--- src/hdl/kwbpm_pkg.sv ---
// ============================================================================
// K-weighted block power meter package
// Shared widths, register indexes, reset values and types.
// ============================================================================
package kwbpm_pkg;

    localparam int SAMPLE_W     = 24;
    localparam int COEF_W       = 32;
    localparam int COEF_FRAC    = 28;
    localparam int SAMPLE_SHIFT = COEF_FRAC - SAMPLE_W + 1;
    localparam int PROD_W       = 2 * COEF_W;
    localparam int TERM_W       = PROD_W - COEF_FRAC;
    localparam int ACC_W        = 40;

    localparam int HOPS          = 4;
    localparam int HOP_SHIFT     = $clog2(HOPS);
    localparam int MAX_BLOCK_LEN = 65536;
    localparam int HOP_MAX       = MAX_BLOCK_LEN / HOPS;
    localparam int HOP_W         = $clog2(HOP_MAX) + 1;
    localparam int POS_W         = $clog2(HOP_MAX);
    localparam int FILL_W        = $clog2(HOPS) + 1;
    localparam int RING_W        = 48;
    localparam int TOTAL_W       = RING_W + HOP_SHIFT;
    localparam int DIV_W         = RING_W;
    localparam int DIV_CNT_W     = $clog2(DIV_W);
    localparam int POWER_W       = 32;
    localparam int BLEN_W        = 17;

    localparam int CFG_IDX_W  = 3;
    localparam int CFG_DATA_W = 32;

    localparam logic [CFG_IDX_W-1:0] CFG_SHELF_B0    = 3'd0;
    localparam logic [CFG_IDX_W-1:0] CFG_SHELF_B1    = 3'd1;
    localparam logic [CFG_IDX_W-1:0] CFG_SHELF_B2    = 3'd2;
    localparam logic [CFG_IDX_W-1:0] CFG_SHELF_A1    = 3'd3;
    localparam logic [CFG_IDX_W-1:0] CFG_SHELF_A2    = 3'd4;
    localparam logic [CFG_IDX_W-1:0] CFG_HIGHPASS_A1 = 3'd5;
    localparam logic [CFG_IDX_W-1:0] CFG_HIGHPASS_A2 = 3'd6;
    localparam logic [CFG_IDX_W-1:0] CFG_BLOCK_LEN   = 3'd7;

    localparam logic signed [COEF_W-1:0] RST_SHELF_B0    = 32'sd412081942;
    localparam logic signed [COEF_W-1:0] RST_SHELF_B1    = -32'sd722546694;
    localparam logic signed [COEF_W-1:0] RST_SHELF_B2    = 32'sd321691119;
    localparam logic signed [COEF_W-1:0] RST_SHELF_A1    = -32'sd453832899;
    localparam logic signed [COEF_W-1:0] RST_SHELF_A2    = 32'sd196623811;
    localparam logic signed [COEF_W-1:0] RST_HIGHPASS_A1 = -32'sd534199295;
    localparam logic signed [COEF_W-1:0] RST_HIGHPASS_A2 = 32'sd265770496;
    localparam logic [BLEN_W-1:0]        RST_BLOCK_LEN   = 17'd19200;

    typedef logic signed [SAMPLE_W-1:0] t_sample;
    typedef logic signed [COEF_W-1:0]   t_coef;
    typedef logic signed [ACC_W-1:0]    t_acc;
    typedef logic [RING_W-1:0]          t_ring;
    typedef logic [HOP_W-1:0]           t_hop;

endpackage

--- src/hdl/kwbpm_div.sv ---
// ============================================================================
// Window mean divider
// Restoring divider that produces one quotient bit per cycle while busy.
// ============================================================================
module kwbpm_div (
    input  logic                           i_clk,
    input  logic                           i_rst_n,
    input  logic                           i_start,
    input  logic [kwbpm_pkg::DIV_W-1:0]    i_dividend,
    input  logic [kwbpm_pkg::HOP_W-1:0]    i_divisor,
    output logic                           o_done,
    output logic [kwbpm_pkg::DIV_W-1:0]    o_quotient
);

    logic                              r_busy;
    logic                              r_done;
    logic [kwbpm_pkg::DIV_CNT_W-1:0]   r_cnt;
    logic [kwbpm_pkg::DIV_W-1:0]       r_quo;
    logic [kwbpm_pkg::HOP_W-1:0]       r_rem;
    logic [kwbpm_pkg::HOP_W-1:0]       r_dvs;

    logic [kwbpm_pkg::HOP_W:0]         shifted;
    logic [kwbpm_pkg::HOP_W:0]         diff;
    logic                              ge;

    assign shifted = {r_rem, r_quo[kwbpm_pkg::DIV_W-1]};
    assign diff    = shifted - {1'b0, r_dvs};
    assign ge      = shifted >= {1'b0, r_dvs};

    always_ff @(posedge i_clk) begin
        if (!i_rst_n) begin
            r_busy <= 1'b0;
            r_done <= 1'b0;
            r_cnt  <= '0;
        end else begin
            r_done <= 1'b0;
            if (i_start) begin
                r_busy <= 1'b1;
                r_cnt  <= '0;
                r_quo  <= i_dividend;
                r_rem  <= '0;
                r_dvs  <= i_divisor;
            end else if (r_busy) begin
                r_quo <= {r_quo[kwbpm_pkg::DIV_W-2:0], ge};
                r_rem <= ge ? diff[kwbpm_pkg::HOP_W-1:0] : shifted[kwbpm_pkg::HOP_W-1:0];
                r_cnt <= r_cnt + 1'b1;
                if (r_cnt == kwbpm_pkg::DIV_CNT_W'(kwbpm_pkg::DIV_W - 1)) begin
                    r_busy <= 1'b0;
                    r_done <= 1'b1;
                end
            end
        end
    end

    assign o_done     = r_done;
    assign o_quotient = r_quo;

endmodule

--- config.mk ---
export PLATFORM = sky130hd
export DESIGN_NAME = kwbpm_div
export DESIGN_NICKNAME = d
export VERILOG_FILES = /design/src/hdl/kwbpm_pkg.sv /design/src/hdl/kwbpm_div.sv
export SDC_FILE = /design/constraint.sdc
export NUM_CORES = 1
export LEC_CHECK = 0
export ABC_AREA = 1
export BUFFER_PORTS_ARGS = -buffer_cell sky130_fd_sc_hd__buf_4
export CORE_MARGIN = 2
export CORE_UTILIZATION = 30
export DETAILED_ROUTE_END_ITERATION = 6
export PLACE_DENSITY_LB_ADDON = 0.1
export SKIP_CTS_REPAIR_TIMING = 1
export SYNTH_ARGS = -nofsm -noshare
export SYNTH_HDL_FRONTEND = slang
export SYNTH_SLANG_ARGS = --single-unit
--- constraint.sdc ---
create_clock -name i_clk -period 3.85 [get_ports i_clk]
set_clock_uncertainty 0.15 [all_clocks]
set_input_delay 0.77 -clock i_clk [delete_from_list [all_inputs] [get_ports i_clk]]
set_output_delay 0.77 -clock i_clk [all_outputs]
set_load 0.01 [all_outputs]
== After elaboration in Yosys (flattened, before gate mapping) ==
Index checks and enable logic that the tools add are counted.

* $add $sub $neg: 2
* Multiply operators: 0
* Div/mod/pow operators: 0
* Magnitude comparators: 1
* Equality and inequality tests: 1
* Shift operators: 0
* Multiplexer cells: 8
* Bitwise operators: 2
* Reductions and logical operators: 5

{| class="wikitable"
|+ Operators by type and width
! cell !! count
|-
| 2-to-1 mux 48 bit || 2
|-
| 2-to-1 mux 15 bit || 2
|-
| >= comparator 16 x 15 -> 1 bit || 1
|-
| subtractor 15 bit || 1
|-
| adder 6 x 1 -> 6 bit, second input constant || 1
|-
| == test 6 bit, second input constant || 1
|-
| 2-to-1 mux 1 bit || 4
|-
| AND reduction 2 bit || 2
|-
| OR reduction 3 bit || 1
|-
| inverter 1 bit || 2
|-
| nonzero test 2 bit || 1
|-
| OR reduction 2 bit || 1
|}

* Register bits after elaboration: 86
* Latch bits: 0
* RAM bits: 0
* ROM bits: 0
* Input port bits: 66
* Output and inout bits: 49
* Word-level logic and storage cells: 25
* Memories: 0

== Logic depth before layout (Yosys ltp) ==
* Depth after elaboration: 4
* Depth in mapped cells: 14

== Worst setup path before layout ==
Ideal clock, no wire load.

* Path type: input to register
* Start: in i_start
* End: reg r_quo (netlist bit o_quotient[0]) (enable)
* Data arrival time: 2.419 ns
* Required time: 3.277 ns
* Setup slack: 0.858 ns
* Stages: 3
* Path through: clkbuf_1 -> nand2_1 -> nand2_1

* Word-level cells in the longest chain between the ends: 2

{| class="wikitable"
|+ RTL lines
! item !! line !! RTL
|-
| from (decl) || kwbpm_div.sv:8 || <nowiki>input logic i_start,</nowiki>
|-
| nonzero test 2 bit (no source line) || -- ||
|-
| AND reduction 2 bit (no source line) || -- ||
|-
| to (signal assigned) || kwbpm_div.sv:40 || <nowiki>r_quo <= i_dividend;</nowiki>
|-
| to (signal assigned) || kwbpm_div.sv:44 || <nowiki>r_quo <= {r_quo[kwbpm_pkg::DIV_W-2:0], ge};</nowiki>
|-
| to (decl) || kwbpm_div.sv:18 || <nowiki>logic [kwbpm_pkg::DIV_W-1:0] r_quo;</nowiki>
|}

No other way between the ends.
A chain may end at the register's enable or synchronous reset.

== Final worst setup path ==
* Start: in i_start
* End: reg r_cnt[1] (netlist bit)

* Word-level cells in the longest chain between the ends: 1

{| class="wikitable"
|+ RTL lines
! item !! line !! RTL
|-
| OR reduction 2 bit (no source line) || -- ||
|-
| to (signal assigned) || kwbpm_div.sv:46 || <nowiki>r_cnt <= r_cnt + 1'b1;</nowiki>
|-
| to (decl) || kwbpm_div.sv:17 || <nowiki>logic [kwbpm_pkg::DIV_CNT_W-1:0] r_cnt;</nowiki>
|}

No other way between the ends.

==> results_dict.tcl <==
set metrics [dict create \
    status "complete, no violations" \
    worst-setup-path-type "input port to flop" \
    layout_min_cycle_time_ps 2490 \
    place_congestion 0.813 \
    dp_hpwl_mm 8.26 \
    grtUsageTotal_pct 14.8 \
    cts_buffers 9 \
    synth_top_family_by_area "simple AND/OR/NAND/NOR gates" \
    placed_cells 833 \
    ys_seq_area_share_pct 53.9 \
    hold_viol_final 0 \
    cellPowerDensity_nw_per_um2 455 \
    cts_root_buf "clkbuf_16" \
    overflow 0 \
    ys_ff_latch 86 \
    tns_ps 0 \
    synth_compound_area_share_pct 1.99 \
    synth_ff_type "edfxtp_1" \
    syn_nets 627 \
    dr.pass1.iters 5 \
    multi_input_area_sq_um 1820 \
    synthXorXnorAreaFrac_pct 1.32 \
    synth_top_area_share_pct 50.4 \
    endpoint_kind "flop" \
    drc 0 \
    hold_ws_ps 343 \
    cts_tree "built" \
    crit_chain "buf_4 -> inv_2 -> nand2_1 -> a211oi_1" \
    drive_gt1_share_pct 22.4 \
    drv_slew 0 \
    syn_inst 544 \
    area_growth_pct 28.5 \
    wl_mm 11.5 \
    ys_top_cells_by_area "edfxtp_1, nand2_1, inv_1" \
    final_cells 849 \
    wl_per_cell_um 13.5 \
    num_rows 45 \
    worst_slack_ps 1360 \
    synth-simple-area-share_pct 31.1 \
    power_w 0.00271 \
    yosysMostFrequentCell "nand2_1" \
    antennaDiodeCount 0 \
    grt_pass1_vias 3918 \
    synth.distinct_cells 35 \
    required_ps 3950 \
    max_freq_mhz 402 \
    crit_arrival_ps 2590 \
    p_leak_nw 2.92 \
    setup_viol 0 \
    async_flop_share_pct 0 \
    pre_cts_ws_ps 978 \
    synthTopCellsByCount "nand2_1, edfxtp_1, inv_1" \
    worst_pin_slew_ps 1100 \
    cp_slowest_stage_delay_ps 860 \
    register_area_sq_um 2500 \
    io_buffers 114 \
    antenna_found_initial 0 \
    dieWidth_um 128 \
    hold_path_class "flop to flop" \
    ant_nets 0 \
    clock_latency_ps 340 \
    layout.nets 739 \
    initial_core_util_pct 30.7 \
    clkSinkCount 86 \
    ys_warn_count 0 \
    synth_edf_count 78 \
    critPathMaxFanout 64 \
    die_h_um 128 \
    slew_headroom_pct 26.7 \
    ctsLongestPathBuffers 2 \
    grt_pass1_wl_mm 19.2 \
    grt_max_degree 65 \
    via_per_inst 4.49 \
    io_pins 115 \
    netlist_area_sq_um 4650 \
    yosysTopAreaCell "edfxtp_1" \
    path_clk_slew_ps 60 \
    worst_setup_path_start_kind "input port" \
    final.period_utilization_pct 64.6 \
    ir_drop_v 0.000215 \
    drv_cap 0 \
    crit_slowest_cell "inv_2" \
    grt_setup_unrepaired "no" \
    num_vias 3809 \
    synthMuxAreaShare_pct 0 \
    die_area_sq_um 16500 \
    postSynthAreaPerCell_sq_um 8.54 \
    yosys.area_share.adder_pct 4.74 \
    cts_htree_levels 3 \
    fill_cells 1544 \
    design.core.area_sq_um 15100 \
    drtIter0Drc 234 \
]
-- critical path, delay by kind of cell --
kind                   cells  cell delay (ps)
AND/OR/NAND/NOR            1              360
buffers and inverters      2             1140
AO/OA/AOI/OAI              1              290
-- metal layers --
layer,up-vias,track usage (%),routed length [um]
met5,-,0,0
met4,0,4.01,133
met3,12,5.90,828
met2,94,23.9,5150
met1,1756,18.6,5380
li1,1947,-,-
-- cell usage in the layout, fill, tap and decap left out, drive strengths merged, types with 2 or more instances in the layout --
cell type and n:
a21oi 10, buf 116, clkbuf 14, clkinv 2, dfxtp 8, edfxtp 78, ha 16, inv 64
nand2 249, nand3 17, nand3b 10, nand4 5, nor2 48, nor3 6, nor3b 2, o21ai 2
xor2 6
-- registers in the layout, indices dropped and copies added, names as in the netlist --
name / cells
o_done: 1
o_quotient: 48
r_busy: 1
r_cnt: 6
r_dvs: 15
r_rem: 15
-- through the flow --
stage / area [sq um] / util, %
3_5_place_dp: 5670 / 37.4
2_1_floorplan: 4650 / -
4_1_cts: 5970 / 39.4
5_1_grt: 5970 / 39.4
3_3_place_gp: 5670 / 37.4
6_report: 5970 / 39.4
-- kinds of logic after synthesis --
kind of cell	count (synthesis)
and+or+nand+nor	340
adders and majority gates	17
buffers and inverters	79
xor gates and xnor gates	7
AOI/OAI and AO/OA	15
DFF	86
-- path summary, 6_finish.rpt --
check	slack (ps)	endpoint	from	depth (start not counted)
worst max-delay path	1360	r_cnt[1]	i_start	4
worst min-delay path	340	r_cnt[5]	r_cnt[5]	2
worst max register to register	1360	r_rem[7]	o_quotient[47]	13
worst min register to register	340	r_cnt[5]	r_cnt[5]	2
-- where the power goes --
part           switching [W]  total [W]  internal, W
logic               0.000388   0.000651     0.000263
clock network       0.000368   0.000886     0.000518
registers          0.0000472    0.00118      0.00113
-- final cells by class --
class	count	share of cell area (%)
timing repair buffer	116	14.6
clock inverter	2	0.230
tap	188	3.94
inverter	64	4.06
clock buffer	14	4.80
multi-input combinational	379	30.5
sequential	86	41.9
No activity file was read; power rests on OpenSTA's default activity.
